`config.mk`:
```
export PLATFORM = sky130hd
export DESIGN_NAME = key_click_long_press_detector
export DESIGN_NICKNAME = d
export VERILOG_FILES = /design/src/kclpd_pkg.sv /design/src/key_click_long_press_detector.sv
export SDC_FILE = /design/constraint.sdc
export NUM_CORES = 1
export LEC_CHECK = 0
export ABC_CLOCK_PERIOD_IN_PS = 4700
export BUFFER_PORTS_ARGS = -buffer_cell sky130_fd_sc_hd__buf_4
export CELL_PAD_IN_SITES_DETAIL_PLACEMENT = 1
export CELL_PAD_IN_SITES_GLOBAL_PLACEMENT = 2
export CORE_UTILIZATION = 37
export DETAILED_ROUTE_END_ITERATION = 8
export PLACE_DENSITY_LB_ADDON = 0.1
export SYNTH_ARGS = -nofsm -noshare
export SYNTH_HDL_FRONTEND = slang
export SYNTH_SLANG_ARGS = --single-unit
```
`constraint.sdc`:
```
create_clock -name clk -period 4.7 [get_ports clk]
set_clock_uncertainty 0.1 [all_clocks]
set_input_delay 0.235 -clock clk [delete_from_list [all_inputs] [get_ports clk]]
set_output_delay 0.235 -clock clk [all_outputs]
set_load 0.02 [all_outputs]
```
`src/kclpd_pkg.sv`:
```
// ----------------------------------------------------------------------------
// kclpd_pkg
// Shared types and constants for the key click / long press detector.
// ----------------------------------------------------------------------------
package kclpd_pkg;

  // debounce sampling period in ticks
  localparam int unsigned DEBOUNCE_TICKS = 20;
  localparam int unsigned DBC_W          = 5;

  localparam int unsigned FLAG_W  = 7;
  localparam int unsigned CNT_W   = 16;
  localparam int unsigned CFG_AW  = 2;
  localparam int unsigned IN_DW   = 8;
  localparam int unsigned OUT_DW  = 16;

  // flag bit positions
  localparam int unsigned FB_HOLD   = 0;
  localparam int unsigned FB_DOWN   = 1;
  localparam int unsigned FB_UP     = 2;
  localparam int unsigned FB_SINGLE = 3;
  localparam int unsigned FB_DOUBLE = 4;
  localparam int unsigned FB_LONG   = 5;
  localparam int unsigned FB_REPEAT = 6;

  localparam logic [FLAG_W-1:0] FLAG_HOLD = 7'h01;

  // item kinds carried on tuser
  typedef enum logic {
    OP_TICK  = 1'b0,
    OP_CHECK = 1'b1
  } op_t;

  // configuration register indexes
  typedef enum logic [CFG_AW-1:0] {
    CFG_DOUBLE_WIN  = 2'd0,
    CFG_LONG_TIME   = 2'd1,
    CFG_REPEAT_INTV = 2'd2
  } cfg_idx_t;

  // press phase machine
  typedef enum logic [2:0] {
    PH_IDLE   = 3'd0,
    PH_HELD   = 3'd1,
    PH_WAIT   = 3'd2,
    PH_SECOND = 3'd3,
    PH_REPEAT = 3'd4
  } phase_t;

endpackage

```
`src/key_click_long_press_detector.sv`:
```
// The result of an input transfer is registered and shows on the output in the cycle after it.
// Throughput: one item per cycle; the input stalls only while a result is held
// back by out_tready, since the single output register is the only buffer.
// Reset (rst_n low at a clock edge): flags, levels, phase, countdown and debounce
// counter clear to zero; timing registers load 200, 1000 and 100 ticks.
// ----------------------------------------------------------------------------
// key_click_long_press_detector
// Debounced push-button qualifier raising hold, edge, single, double, long and
// repeat flags, with a check-and-clear operation on a flag mask.
// ----------------------------------------------------------------------------
module key_click_long_press_detector (
  input  logic                                clk,
  input  logic                                rst_n,
  // input stream
  input  logic                                in_tvalid,
  output logic                                in_tready,
  input  logic [kclpd_pkg::IN_DW-1:0]         in_tdata,   // [0] key_level, [7:1] flag_mask
  input  logic                                in_tuser,   // [0] operation
  // result stream
  output logic                                out_tvalid,
  input  logic                                out_tready,
  output logic [kclpd_pkg::OUT_DW-1:0]        out_tdata,  // [0] status, [1] flag_set,
                                                          // [8:2] flags_now, [15:9] zero
  // configuration writes
  input  logic                                cfg_we,
  input  logic [kclpd_pkg::CFG_AW-1:0]        cfg_addr,
  input  logic [kclpd_pkg::CNT_W-1:0]         cfg_wdata
);
  import kclpd_pkg::*;

  // configuration registers
  logic [CNT_W-1:0]  dbl_win_r, long_time_r, rep_intv_r;

  // detector state
  logic [FLAG_W-1:0] flags_r, flags_nxt;
  logic              lvl_now_r, lvl_now_nxt;
  logic              lvl_before_r, lvl_before_nxt;
  phase_t            phase_r, phase_nxt;
  logic [CNT_W-1:0]  cdown_r, cdown_nxt;
  logic [DBC_W-1:0]  dbc_r, dbc_nxt;

  // result register
  logic              out_valid_r;
  logic              status_r, status_nxt;
  logic              set_r, set_nxt;

  // input fields
  op_t               op;
  logic              key_level;
  logic [FLAG_W-1:0] mask;
  logic              in_xfer;

  // tick intermediates
  logic [CNT_W-1:0]  cdown_dec;
  logic [DBC_W-1:0]  dbc_inc;
  logic              sample;
  logic [FLAG_W-1:0] flags_smp;
  logic              hit;

  assign op        = op_t'(in_tuser);
  assign key_level = in_tdata[0];
  assign mask      = in_tdata[FLAG_W:1];
  assign in_tready = !out_valid_r || out_tready;
  assign in_xfer   = in_tvalid && in_tready;

  // configuration write port
  always_ff @(posedge clk) begin
    if (!rst_n) begin
      dbl_win_r   <= 16'd200;
      long_time_r <= 16'd1000;
      rep_intv_r  <= 16'd100;
    end else if (cfg_we) begin
      case (cfg_idx_t'(cfg_addr))
        CFG_DOUBLE_WIN:  dbl_win_r   <= cfg_wdata;
        CFG_LONG_TIME:   long_time_r <= cfg_wdata;
        CFG_REPEAT_INTV: rep_intv_r  <= cfg_wdata;
        default: ;
      endcase
    end
  end

  // next state and result for one item
  always_comb begin
    cdown_dec = (cdown_r != '0) ? cdown_r - 1'b1 : cdown_r;
    dbc_inc   = dbc_r + 1'b1;
    sample    = (dbc_inc >= DBC_W'(DEBOUNCE_TICKS));
    hit       = (flags_r & mask) != '0;

    flags_nxt      = flags_r;
    lvl_now_nxt    = lvl_now_r;
    lvl_before_nxt = lvl_before_r;
    phase_nxt      = phase_r;
    cdown_nxt      = cdown_r;
    dbc_nxt        = dbc_r;
    status_nxt     = 1'b0;
    set_nxt        = 1'b0;
    flags_smp      = flags_r;

    case (op)
      OP_TICK: begin
        cdown_nxt = cdown_dec;
        if (!sample) begin
          dbc_nxt    = dbc_inc;
          status_nxt = 1'b1;
        end else begin
          dbc_nxt        = '0;
          lvl_before_nxt = lvl_now_r;
          lvl_now_nxt    = key_level;
          // level and edge flags
          flags_smp[FB_HOLD] = key_level;
          if (key_level && !lvl_now_r) flags_smp[FB_DOWN] = 1'b1;
          if (!key_level && lvl_now_r) flags_smp[FB_UP]   = 1'b1;
          // press phase machine, timed by the decremented countdown
          case (phase_r)
            PH_IDLE: begin
              if (key_level) begin
                cdown_nxt = long_time_r;
                phase_nxt = PH_HELD;
              end
            end
            PH_HELD: begin
              if (!key_level) begin
                cdown_nxt = dbl_win_r;
                phase_nxt = PH_WAIT;
              end else if (cdown_dec == '0) begin
                cdown_nxt          = rep_intv_r;
                flags_smp[FB_LONG] = 1'b1;
                phase_nxt          = PH_REPEAT;
              end
            end
            PH_WAIT: begin
              if (key_level) begin
                flags_smp[FB_DOUBLE] = 1'b1;
                phase_nxt            = PH_SECOND;
              end else if (cdown_dec == '0) begin
                flags_smp[FB_SINGLE] = 1'b1;
                phase_nxt            = PH_IDLE;
              end
            end
            PH_SECOND: begin
              if (!key_level) phase_nxt = PH_IDLE;
            end
            PH_REPEAT: begin
              if (!key_level) begin
                phase_nxt = PH_IDLE;
              end else if (cdown_dec == '0) begin
                cdown_nxt            = rep_intv_r;
                flags_smp[FB_REPEAT] = 1'b1;
              end
            end
            default: phase_nxt = PH_IDLE;
          endcase
          flags_nxt = flags_smp;
        end
      end
      OP_CHECK: begin
        set_nxt = hit;
        if (hit && (mask != FLAG_HOLD)) flags_nxt = flags_r & ~mask;
      end
      default: ;
    endcase
  end

  // state registers, updated on each input transfer
  always_ff @(posedge clk) begin
    if (!rst_n) begin
      flags_r      <= '0;
      lvl_now_r    <= 1'b0;
      lvl_before_r <= 1'b0;
      phase_r      <= PH_IDLE;
      cdown_r      <= '0;
      dbc_r        <= '0;
    end else if (in_xfer) begin
      flags_r      <= flags_nxt;
      lvl_now_r    <= lvl_now_nxt;
      lvl_before_r <= lvl_before_nxt;
      phase_r      <= phase_nxt;
      cdown_r      <= cdown_nxt;
      dbc_r        <= dbc_nxt;
    end
  end

  // output register valid
  always_ff @(posedge clk) begin
    if (!rst_n) begin
      out_valid_r <= 1'b0;
    end else if (in_tready) begin
      out_valid_r <= in_tvalid;
    end
  end

  // output register payload
  always_ff @(posedge clk) begin
    if (in_xfer) begin
      status_r <= status_nxt;
      set_r    <= set_nxt;
    end
  end

  assign out_tvalid = out_valid_r;
  assign out_tdata  = {{(OUT_DW-FLAG_W-2){1'b0}}, flags_r, set_r, status_r};

  // a result never reports both a skipped tick and a matched check
  assert property (@(posedge clk) disable iff (!rst_n)
    out_tvalid |-> !(out_tdata[0] && out_tdata[1]))
    else $error("status and flag_set both high");

  // the debounce counter stays below its sampling period
  assert property (@(posedge clk) disable iff (!rst_n)
    dbc_r < DBC_W'(DEBOUNCE_TICKS))
    else $error("debounce counter out of range");

  // a matched check with a mask other than hold clears every masked flag
  assert property (@(posedge clk) disable iff (!rst_n)
    (in_xfer && op == OP_CHECK && hit && mask != FLAG_HOLD)
      |=> ((flags_r & $past(mask)) == '0))
    else $error("masked flags not cleared after check");

  // a sampled tick restarts the debounce counter
  assert property (@(posedge clk) disable iff (!rst_n)
    (in_xfer && op == OP_TICK && sample) |=> (dbc_r == '0 && !status_r))
    else $error("debounce counter not restarted on sample");

endmodule

```
=== Yosys cells after proc, flatten, opt, wreduce, memory -nomap -nowiden ===
Index checks and enable logic that the tools add are counted.

* $add $sub $neg: 2
* Eq/ne operators: 21
* Magnitude comparators: 1
* Reduce and logical (&&, ||, !) cells: 27
* Mux-type cells: 28
* Bitwise operators: 4

{| class="wikitable"
|+ Operator list
! cell !! count
|-
| 2-to-1 mux 16 bit || 6
|-
| case mux 16 bit (3 select lines) || 1
|-
| 2-to-1 mux 3 bit || 6
|-
| AND reduction 6 bit || 3
|-
| logical NOT 16 bit || 1
|-
| inequality test 2 bit, second input constant || 8
|-
| nonzero test 16 bit || 1
|-
| subtractor 16 x 1 -> 16 bit, second input constant || 1
|-
| bitwise AND 7 bit || 2
|-
| 2-to-1 mux 7 bit || 2
|-
| case mux 7 bit (2 select lines) || 1
|-
| case mux 3 bit (4 select lines) || 1
|-
| 2-to-1 mux 1 bit || 9
|-
| inequality test 2 x 1 -> 1 bit, second input constant || 4
|-
| AND reduction 2 bit || 4
|-
| AND reduction 4 bit || 2
|-
| inequality test 7 x 1 -> 1 bit, second input constant || 1
|-
| NOT 7 bit || 1
|-
| AND reduction 7 bit || 1
|-
| nonzero test 7 bit || 1
|-
| == test 3 x 2 -> 1 bit, second input constant || 2
|-
| inequality test 3 bit, second input constant || 2
|-
| AND reduction 3 bit || 2
|-
| adder 5 x 1 -> 5 bit, second input constant || 1
|-
| 15 further kinds || 20
|}

* Bits of input ports: 32
* Output and inout port bits: 18
* Logic and storage cells: 100
* Register bits after elaboration: 83

=== Longest topological paths before layout ===
Gate-level depths: netlist of run 1.

* Word-level depth: 8
* Mapped depth: 12
* Mapped depth without buffers: 9

=== Worst setup path after synthesis of run 1 ===
Ideal clock, no wire load.

* Path type: register to register
* Start point: register cdown_r[0]
* End point: register cdown_r[7]
* Period minus slack after synthesis: 3.104 ns
* Library setup time: 0.087 ns
* Data required time: 4.513 ns
* Cell stages (with the launch flop): 12
* Arrival: 2.918 ns
* Path slack: 1.596 ns
* Cells stage by stage: dfxtp_1 > buf_6 > inv_1 > ha_1 > or4b_1 > nor4_4 > buf_4 > nor2_1 > a2111o_1 > nor4_4 > o2111ai_1 > a221oi_2

* Cells in the longest elaborated chain, start to end: 7
* Elaborated cells on any way between the ends: 10
* Those cells by class: add/sub: 1; mux: 7; reduce/logical: 2

{| class="wikitable"
|+ Ends and longest elaborated chain
! item !! line !! source
|-
| from (decl) || key_click_long_press_detector.sv:39 || <nowiki>logic [CNT_W-1:0] cdown_r, cdown_nxt;</nowiki>
|-
| from (signal assigned) || key_click_long_press_detector.sv:178 || <nowiki>cdown_r <= cdown_nxt;</nowiki>
|-
| subtractor 16 x 1 -> 16 bit or nonzero test 16 bit (tied branches) || key_click_long_press_detector.sv:84 || <nowiki>cdown_dec = (cdown_r != '0) ? cdown_r - 1'b1 : cdown_r;</nowiki>
|-
| 2-to-1 mux 16 bit * || key_click_long_press_detector.sv:84 ||
|-
| logical NOT 16 bit || key_click_long_press_detector.sv:125, key_click_long_press_detector.sv:146 ||
|-
| 2-to-1 mux 16 bit || key_click_long_press_detector.sv:125, key_click_long_press_detector.sv:146 ||
|-
| 2-to-1 mux 16 bit, on equally long branches || key_click_long_press_detector.sv:144, key_click_long_press_detector.sv:122 ||
|-
| case mux 16 bit (3 select lines) || key_click_long_press_detector.sv:114 || <nowiki>case (phase_r)</nowiki>
|-
| 2-to-1 mux 16 bit * || key_click_long_press_detector.sv:102 || <nowiki>if (!sample) begin</nowiki>
|}

Mark *: on every way between the ends. The rest lies on a longest branch, timed or not.
A chain may end at the register's enable or synchronous reset.

=== Worst setup path after layout of run 1 ===
* Start point: register cdown_r[0]
* End point: register cdown_r[9]

The elaborated chain is that of the path after synthesis.

==> results of run 1 <==
==> layout by cell type (no fill, tap or decap), types with 4 or more instances in the layout <==
cell type	instances
a211oi_1	6
a21oi_1	76
a22o_1	5
a22oi_1	8
a31oi_1	17
and2_1	7
and3_1	5
buf_4	48
clkbuf_16	9
conb_1	7
dfxtp_1	81
ha_1	4
inv_1	9
nand2_1	150
nand2b_1	5
nand3_1	28
nand4_1	9
nor2_1	42
nor2b_1	5
nor3_1	16
nor4_1	5
o21ai_0	44
or2_2	8
or3_1	13
or4_1	5
==> kinds of logic after synthesis <==
kind of cell | Yosys count | share of synthesized area
mux | 2 | 0.00426
fa+ha+maj | 4 | 0.0100
flops | 83 | 0.336
xor+xnor | 2 | 0.00351
buf+inv | 68 | 0.0621
compound gates | 206 | 0.264
other cells | 1 | 0.000750
simple gates | 325 | 0.319
==> how the worst max path moves through the flow <==
stage	from	end	slack (ns)
after floorplan	cdown_r[0]$_SDFFE_PN0P_	cdown_r[7]$_SDFFE_PN0P_	1.60
after global placement	cdown_r[0]$_SDFFE_PN0P_	cdown_r[9]$_SDFFE_PN0P_	0.90
after detailed placement	cdown_r[0]$_SDFFE_PN0P_	cdown_r[9]$_SDFFE_PN0P_	0.77
after CTS	cdown_r[0]$_SDFFE_PN0P_	cdown_r[3]$_SDFFE_PN0P_	0.73
after global routing	cdown_r[0]$_SDFFE_PN0P_	cdown_r[9]$_SDFFE_PN0P_	0.42
final	cdown_r[0]$_SDFFE_PN0P_	cdown_r[9]$_SDFFE_PN0P_	0.67
==> through the flow <==
| step | setup slack, ns | util |
|---|---|---|
| floorplan | 1.60 | - |
| global placement | 0.897 | 0.406 |
| detailed placement | 0.770 | 0.406 |
| CTS | 0.734 | 0.426 |
| global route | 0.418 | 0.426 |
| finish | 0.670 | 0.426 |
==> state kept, by name, indices dropped and copies added (netlist names) <==
signal and cells:
flags_r 7, cdown_r 16, lvl_now_r 1, set_r 1
phase_r 3, long_time_r 16, dbc_r 5, status_r 1
dbl_win_r 16, out_tvalid 1, rep_intv_r 16
==> area by class of cell <==
type | count | area, µm² | share of cell area
Multi-Input combinational cell | 546 | 3050 | 0.543
Sequential cell | 83 | 1680 | 0.300
Timing Repair Buffer | 48 | 360 | 0.0642
Clock buffer | 12 | 236 | 0.0421
Tap cell | 176 | 220 | 0.0392
Inverter | 10 | 37.5 | 0.00669
Clock inverter | 4 | 27.5 | 0.00490
==> layer usage <==
| layer | wire [µm] | GRT usage | vias to the layer above |
|---|---|---|---|
| li1 | - | - | 2503 |
| met4 | 184 | 0.0697 | 0 |
| met5 | 0 | 0 | - |
| met2 | 7780 | 0.386 | 148 |
| met3 | 1140 | 0.0430 | 16 |
| met1 | 8670 | 0.379 | 2515 |
==> power by group through the flow <==
stage          combinational, W  sequential, W  clock [W]
6_report                0.00204       0.000899   0.000658
4_1_cts                 0.00202       0.000896   0.000668
3_5_place_dp            0.00200       0.000911          0
2_1_floorplan           0.00160       0.000861          0
3_3_place_gp            0.00198       0.000908          0
5_1_grt                 0.00223       0.000913   0.000695
==> tightest hold or removal path: cells and delay by family <==
kind	cells	cell delay [ns]
AND/OR/NAND/NOR	2	0.10
buffers and inverters	1	0.09
==> impl_metrics.ini, run 1 <==
[detailed_routing]
drt-initial-drc-count = 459
drtPass1Iterations = 5
vias = 5182
wl_per_cell_um = 20.2
wl_um = 17800
ant_nets = 0
routed_via_density = 5.90
drc_errors = 0

[critical_path]
cp_num_buf_inv = 1
r2r-end = cdown_r[9]$_SDFFE_PN0P_
crit_path_cell_trace = inv_1, ha_1, or4b_1, nor4_4, o21ai_0, a2111o_1, nor4_2, a31oi_1, o31ai_1
startpoint_type = flip-flop
worst-r2r-setup-slack_ns = 0.67
cpLargestDelayFamily = simple AND/OR/NAND/NOR gates
reg2regPathDepth = 9
slowest_stage = nor4_4
end_kind = flip-flop
max_stage_delay_ns = 0.69
critPathMaxFanout = 15
r2r_start = cdown_r[0]$_SDFFE_PN0P_
crit_arrival_ns = 4.20
critical_path_required_ns = 4.87
critPathKind = flip-flop to flip-flop
path_depth = 9

[timing]
fin_tns_setup_ns = 0
fmax_mhz = 248
slew_viol_final = 0
finalCritPeriodShare = 0.857
rsz0062_at_grt = false
setup_viol = 0
tightest_slew_ns = 1.11
hold_viol = 0
slew_headroom = 0.259
holdWs_ns = 0.00946
fin_crit_ns = 4.03

[clock_network]
postCtsHoldBufs = 0
cts_made_buffers = 9
clkSinkCount = 83
post-cts-setup-buffers = 0
clockRootBuffer = clkbuf_16
clkLatencyLatePin_ns = 0.35
h-tree-depth = 3
cts_tree = yes
path_clk_slew_ns = 0.06
cts_resized = 0
cts_buffer_depth = 2

[placed_design]
place_area_um2 = 5350
dp_hpwl_um = 13000
place.port_buffers = 42
dp.cells = 863
gp_congestion = 0.916

[yosys]
yosysTopAreaCellShare = 0.324
yosysSeqAreaShare = 0.336
synthTopCellsByArea = dfxtp_1 (32%), nand2_1 (11%), a21oi_1 (7.6%)
syn_avg_cell_area_um2 = 7.23
synth_area_leader_cell = dfxtp_1
yosys_warnings = 0
synthArstFlopShare = 0
ys.flop_type = dfxtp_1
ys_seq_elements = 83
synth_cells = 691
syn-cell-area_um2 = 5000
yosysUniqueCellTypes = 77
post-synth-top-count-cell = nand2_1
synth_edf_count = 2
synthTopCellsByCount = nand2_1 (150), dfxtp_1 (81), a21oi_1 (76)

[worst_hold_path]
min-delay-start = cfg_wdata[5]
min_path_cells = 3
min_path_type = primary input to flip-flop
hold_path_end = rep_intv_r[5]$_SDFFE_PN1P_

[pwr]
p_leak_nw = 2.15
ir_drop_mv = 0.353
switching_share = 0.470
fin_total_pwr_w = 0.00360
p_clk_frac = 0.183
p_sw_w = 0.00169
power_density_nw_per_um2 = 641
pwr-share-comb = 0.567
seq_power_share = 0.250
intPower_w = 0.00191

[global_route]
antenna_found_initial = 0
grt_pass1_vias = 4992
grt_first_pass_wirelength_um = 27900
track_usage = 0.258
grt-ovfl-total = 0
grt_max_degree = 58

[floorplan]
die_area_um2 = 14000
io_pins = 50
die_w_um = 118
start_util = 0.379
core_area_um2 = 13200
rows = 42
die_h_um = 118

[layout]
synthToLayoutAreaGrowth_pct = 12.3
postLayoutCellArea_um2 = 5610
fillers = 1666
layout.cells.non_filler = 879
antennaDiodeCount = 0
drive_gt1_frac = 0.119
nets = 734

[run_status]
status = finished clean

[job]
cap_violations = 0
Note: power is estimated with default switching activity, not from simulation.
==> run 2, diff against run 1 <==
Settings changed: ABC_AREA set to 1, CORE_UTILIZATION 37 to 34.
==> run 2 against run 1 <==
Clock power is 16% higher. Combinational power is 64% higher. Highest routed layer unchanged. Maximum frequency is 23% higher. Critical endpoint is now cdown_r[11]$_SDFFE_PN0P_.
==> impl_metrics.ini, run 2 <==
[clock_network]
clkLatencyLatePin_ns = 0.35
cts_tree = yes
cts_buffer_depth = 2
h-tree-depth = 3
path_clk_slew_ns = 0.06
cts_made_buffers = 9
clockRootBuffer = clkbuf_16
clkSinkCount = 83

[placed_design]
dp_hpwl_um = 12000
gp_congestion = 0.806
place.port_buffers = 42
place_area_um2 = 5380

[pwr]
p_sw_w = 0.00277
fin_total_pwr_w = 0.00502
intPower_w = 0.00224
power_density_nw_per_um2 = 876
pwr-share-comb = 0.667
ir_drop_mv = 0.465
p_leak_nw = 2.54
seq_power_share = 0.180
switching_share = 0.553
p_clk_frac = 0.153

[global_route]
track_usage = 0.226
antenna_found_initial = 0
grt_max_degree = 54
grt_pass1_vias = 4958
grtUsageMet1 = 0.335
grt_first_pass_wirelength_um = 26300
grt-ovfl-total = 0
gr-max-usage-layer = met1
use_met2 = 0.335
use_met3 = 0.0281

[layout]
drive_gt1_frac = 0.118
fillers = 1944
postLayoutCellArea_um2 = 5730
layout_common_cells = nand2_1 (228), nor2_1 (144), o21ai_0 (84)
synthToLayoutAreaGrowth_pct = 14.1
nets = 872
antennaDiodeCount = 0
ff_latch_area_um2 = 1680
layout.cells.most_common = nand2_1
multi_input_area_um2 = 2920

[critical_path]
reg2regPathDepth = 14
end_kind = flip-flop
critPathKind = flip-flop to flip-flop
worst-r2r-setup-slack_ns = 1.41
r2r_start = dbc_r[0]$_SDFFE_PN0P_
cp_num_buf_inv = 2
critPathMaxFanout = 24
critical_path_required_ns = 4.78
cp_common_cell = nand2_1
max_stage_delay_ns = 0.55
startpoint_type = flip-flop
cpLargestDelayFamily = simple AND/OR/NAND/NOR gates
crit_path_cell_trace = ha_1, nand3_1, xor2_1, inv_1, nand2_1, nor2_1, inv_1, or2_2, nand3_1, nand2_1, nand2_1, nand2_1, nand2_1, a21oi_1
crit_arrival_ns = 3.37
r2r-end = cdown_r[11]$_SDFFE_PN0P_
slowest_stage = nor2_1

[yosys]
synthArstFlopShare = 0
syn_avg_cell_area_um2 = 6.15
synth_edf_count = 2
post-synth-top-count-cell = nand2_1
synth_area_leader_cell = dfxtp_1
synth_cells = 816
yosysUniqueCellTypes = 39
ys.flop_type = dfxtp_1
yosysSeqAreaShare = 0.335
yosys_warnings = 0
ys_seq_elements = 83
syn-cell-area_um2 = 5020
synthTopCellsByArea = dfxtp_1 (32%), nand2_1 (17%), nor2_1 (11%)
yosysTopAreaCellShare = 0.323
synthTopCellsByCount = nand2_1 (228), nor2_1 (144), o21ai_0 (84)

[worst_hold_path]
min_path_cells = 3
min-delay-start = cfg_wdata[3]
hold_path_end = long_time_r[3]$_SDFFE_PN1P_
min_path_type = primary input to flip-flop

[timing]
rsz0062_at_grt = false
tightest_slew_ns = 1.05
fmax_mhz = 304
slew_headroom = 0.302
setup_viol = 0
fin_tns_setup_ns = 0
finalCritPeriodShare = 0.699
hold_viol = 0
slew_viol_final = 0
fin_crit_ns = 3.29

[detailed_routing]
wl_per_cell_um = 15.7
drtPass1Iterations = 4
vias = 5185
routed_via_density = 5.06
drt-initial-drc-count = 263
drc_errors = 0
wl_um = 16100
ant_nets = 0

[floorplan]
io_pins = 50
die_w_um = 124
die_area_um2 = 15300
die_h_um = 124
core_area_um2 = 14500
rows = 44
start_util = 0.347

[job]
cap_violations = 0

[run_status]
status = finished clean
==> run 2: cell types whose count changed after synthesis, moves of 13 or more <==
cell	delta
o21ai_0	+40
a31oi_1	-16
a21oi_1	-16
or3_1	-13
nand2_1	+78
nor3_1	-15
inv_1	+40
nor2_1	+102
==> run 2: how the worst max path moves through the flow <==
stage          slack [ns]  depth (start not counted)               startpoint                       end
6_report             1.41                         14    dbc_r[0]$_SDFFE_PN0P_  cdown_r[11]$_SDFFE_PN0P_
5_1_grt              1.01                         14    dbc_r[0]$_SDFFE_PN0P_  cdown_r[11]$_SDFFE_PN0P_
4_1_cts              1.42                         14    dbc_r[0]$_SDFFE_PN0P_  cdown_r[11]$_SDFFE_PN0P_
3_5_place_dp         1.46                         14    dbc_r[0]$_SDFFE_PN0P_  cdown_r[11]$_SDFFE_PN0P_
3_3_place_gp         1.65                         14    dbc_r[0]$_SDFFE_PN0P_  cdown_r[12]$_SDFFE_PN0P_
2_1_floorplan        2.53                         17  cdown_r[0]$_SDFFE_PN0P_   flags_r[3]$_SDFFE_PN0P_
==> run 2: cell type report <==
type                    count  area share
clock inverters             7      0.0159
multi-input cells         637       0.509
well taps                 184      0.0402
repair buffers             49      0.0655
clock buffers               9      0.0393
flip-flops and latches     83       0.294
inverters                  56      0.0367
==> run 2: power by group through the flow <==
stage	combinational (W)	sequential [W]	clock, W
floorplan	0.00271	0.000883	0
CTS	0.00336	0.000903	0.000783
detailed placement	0.00333	0.000918	0
finish	0.00335	0.000904	0.000765
global route	0.00381	0.000917	0.000811
global placement	0.00331	0.000915	0
==> run 2: logic make-up after synthesis <==
logic type	count (synthesis)	synth area share
other	1	0.000747
AND/OR/NAND/NOR	458	0.385
adder cells (fa/ha/maj)	4	0.00997
XOR/XNOR	6	0.0105
AO/OA/AOI/OAI	162	0.170
buffers and inverters	102	0.0890
flip-flops	83	0.335
==> run 2: stage by stage <==
stage | instances | setup WS (ns) | utilization | hold WS (ns)
after floorplan | 822 | 2.53 | - | 0.248
after global placement | 1006 | 1.65 | 0.372 | 0.341
after detailed placement | 1006 | 1.46 | 0.372 | 0.349
after CTS | 1025 | 1.42 | 0.396 | 0.00192
after global routing | 1025 | 1.01 | 0.396 | 0.0137
final | 1025 | 1.41 | 0.396 | 0.00938
==> run 2: repair_timing <==
action                                 4_1_cts  5_1_grt
resized for setup                            0        0
setup buffers                                0        0
endpoints found under the hold margin        3        0
hold buffers                                 3        0
==> run 2: tightest hold or removal path: stages <==
cell and delay [ns]:
buf_4 0.09, nand2_1 0.05, nand3_1 0.05
==> run 2: per-layer routing <==
metal  wire length [µm]  vias to the layer above
li1                   -                     2647
met1               8570                     2449
met2               6930                       74
met3                429                       15
met4                208                        0
met5                  0                        -
==> run 3, diff against run 2 <==
Settings changed: ABC_CLOCK_PERIOD_IN_PS 4700 to 2700, CORE_UTILIZATION 34 to 29.
Clock period 4.7 ns to 2.7 ns, I/O delays scaled along.
==> run 3 against run 2 <==
Maximum frequency is 29% higher. Sequential share of layout area down 2.2 points. Final area increased by 8.3%. First-iteration DRC count increased by 8.0%. Register-to-register slack got worse by 1.3 ns. Hold slack about the same. Non-clock buffer count is 39 higher. Clock-buffer cell count is 4 higher. Critical path depth decreased by 1.
==> impl_metrics.ini, run 3 (same netlist as run 2, synthesis figures left out) <==
[run_status]
status = finished clean

[floorplan]
start_util = 0.300
die_h_um = 134
core_area_um2 = 16800
die_area_um2 = 17800
die_w_um = 134
io_pins = 50
rows = 47

[detailed_routing]
drtPass1Iterations = 4
routed_via_density = 4.86
drc_errors = 0
vias = 5355
ant_nets = 0
drt-initial-drc-count = 284
wl_per_cell_um = 16.2
wl_um = 17900

[timing]
tightest_slew_ns = 1.09
finalCritPeriodShare = 0.945
rsz0062_at_grt = false
slew_headroom = 0.270
fmax_mhz = 392
fin_crit_ns = 2.55
setup_viol = 0
slew_viol_final = 0
hold_viol = 0
fin_tns_setup_ns = 0

[global_route]
grt_max_degree = 54
track_usage = 0.207
grt-ovfl-total = 0
grt_pass1_vias = 5256
grt_first_pass_wirelength_um = 28700
antenna_found_initial = 0

[layout]
layout_common_cells = nand2_1 (224), nor2_1 (141), o21ai_0 (83)
nets = 912
utilization = 0.370
layout.cells.non_filler = 1101
layout.cells.most_common = nand2_1
synthToLayoutAreaGrowth_pct = 23.5
postLayoutCellArea_um2 = 6200
drive_gt1_frac = 0.146
antennaDiodeCount = 0

[critical_path]
critPathCapture = flags_r[6]$_SDFFE_PN0P_
startpoint_type = flip-flop
r2r-end = flags_r[6]$_SDFFE_PN0P_
r2r_start = cdown_r[15]$_SDFFE_PN0P_
crit_path_start = cdown_r[15]$_SDFFE_PN0P_
critical_path_required_ns = 2.78
end_kind = flip-flop
worst-r2r-setup-slack_ns = 0.15
critPathKind = flip-flop to flip-flop
crit_arrival_ns = 2.63
reg2regPathDepth = 13
critPathMaxFanout = 7

[clock_network]
clkLatencyLatePin_ns = 0.35
cts_tree = yes
path_clk_slew_ns = 0.07
clockRootBuffer = clkbuf_16
h-tree-depth = 3
clkSinkCount = 83
cts_buffer_depth = 2
cts_made_buffers = 9

[placed_design]
dp_hpwl_um = 13100
gp_congestion = 0.862
dp.cells = 1059
place.port_buffers = 42
place_area_um2 = 5560

[worst_hold_path]
min-delay-start = in_tvalid
min_path_type = primary input to flip-flop

[job]
cap_violations = 0
[run 3: changes by cell type in the layout (fill, tap and decap cells not counted), moves of 2 or more]
cell / before / now
buf_12: 0 / 2
buf_4: 46 / 66
clkbuf_8: 0 / 3
clkinv_2: 3 / 0
dlygate4sd3_1: 3 / 20
nand2_1: 228 / 224
nand2_2: 11 / 15
nor2_1: 144 / 141
nor2_4: 5 / 8
[run 3: through the flow]
stage,setup slack [ns],hold WS [ns]
global route,0.0126,0.0245
CTS,0.0746,0.00558
global placement,0.0354,0.253
floorplan,0.532,0.148
finish,0.148,0.00913
detailed placement,-0.0851,0.262
[run 3: critical path: stages, from the launching register on]
cell	delay (ns)
dfxtp_1	0.35
nor2_1	0.20
nand2_1	0.11
nor2_2	0.21
nand2_4	0.13
buf_4	0.17
nand2_1	0.11
nand2_1	0.08
nor2_2	0.19
nand3_2	0.17
nand2_2	0.15
nand3_1	0.09
o21ai_0	0.22
a21oi_1	0.11
[run 3: how the worst min path moves through the flow]
stage / endpoint / slack [ns] / depth (start not counted)
6_report: out_tvalid$_SDFFE_PN0N_ / 0.009 / 3
4_1_cts: out_tvalid$_SDFFE_PN0N_ / 0.006 / 3
3_3_place_gp: long_time_r[7]$_SDFFE_PN1P_ / 0.25 / 3
3_5_place_dp: long_time_r[6]$_SDFFE_PN1P_ / 0.26 / 3
5_1_grt: out_tvalid$_SDFFE_PN0N_ / 0.02 / 3
2_1_floorplan: long_time_r[3]$_SDFFE_PN1P_ / 0.15 / 2
[run 3: layout make-up]
| type | count | area, µm² |
|---|---|---|
| clock inverter | 3 | 68.8 |
| inverter | 56 | 210 |
| multi-input combinational | 638 | 2960 |
| sequential | 83 | 1680 |
| fill | 2192 | 10600 |
| tap | 220 | 275 |
| timing repair buffer | 88 | 736 |
| clock buffer | 13 | 270 |
[run 3: timing repair]
item                                    CTS  global route
cloned                                    0             1
setup buffers                             1             4
hold buffers                             20             0
endpoints found under the setup margin   16            20
hold endpoints to repair                 48             0
pin swaps                                 1             2
resized for setup                         1            12
[run 3: per-layer routing]
| layer | GRT usage | share of wire |
|---|---|---|
| met5 | 0 | 0 |
| met2 | 0.330 | 0.45 |
| met1 | 0.292 | 0.52 |
| met4 | 0.0505 | 0.011 |
| met3 | 0.0285 | 0.021 |
Power of run 3 is not shown: default switching activity piles up to over one toggle a cycle in this logic, so the estimate is an artifact.
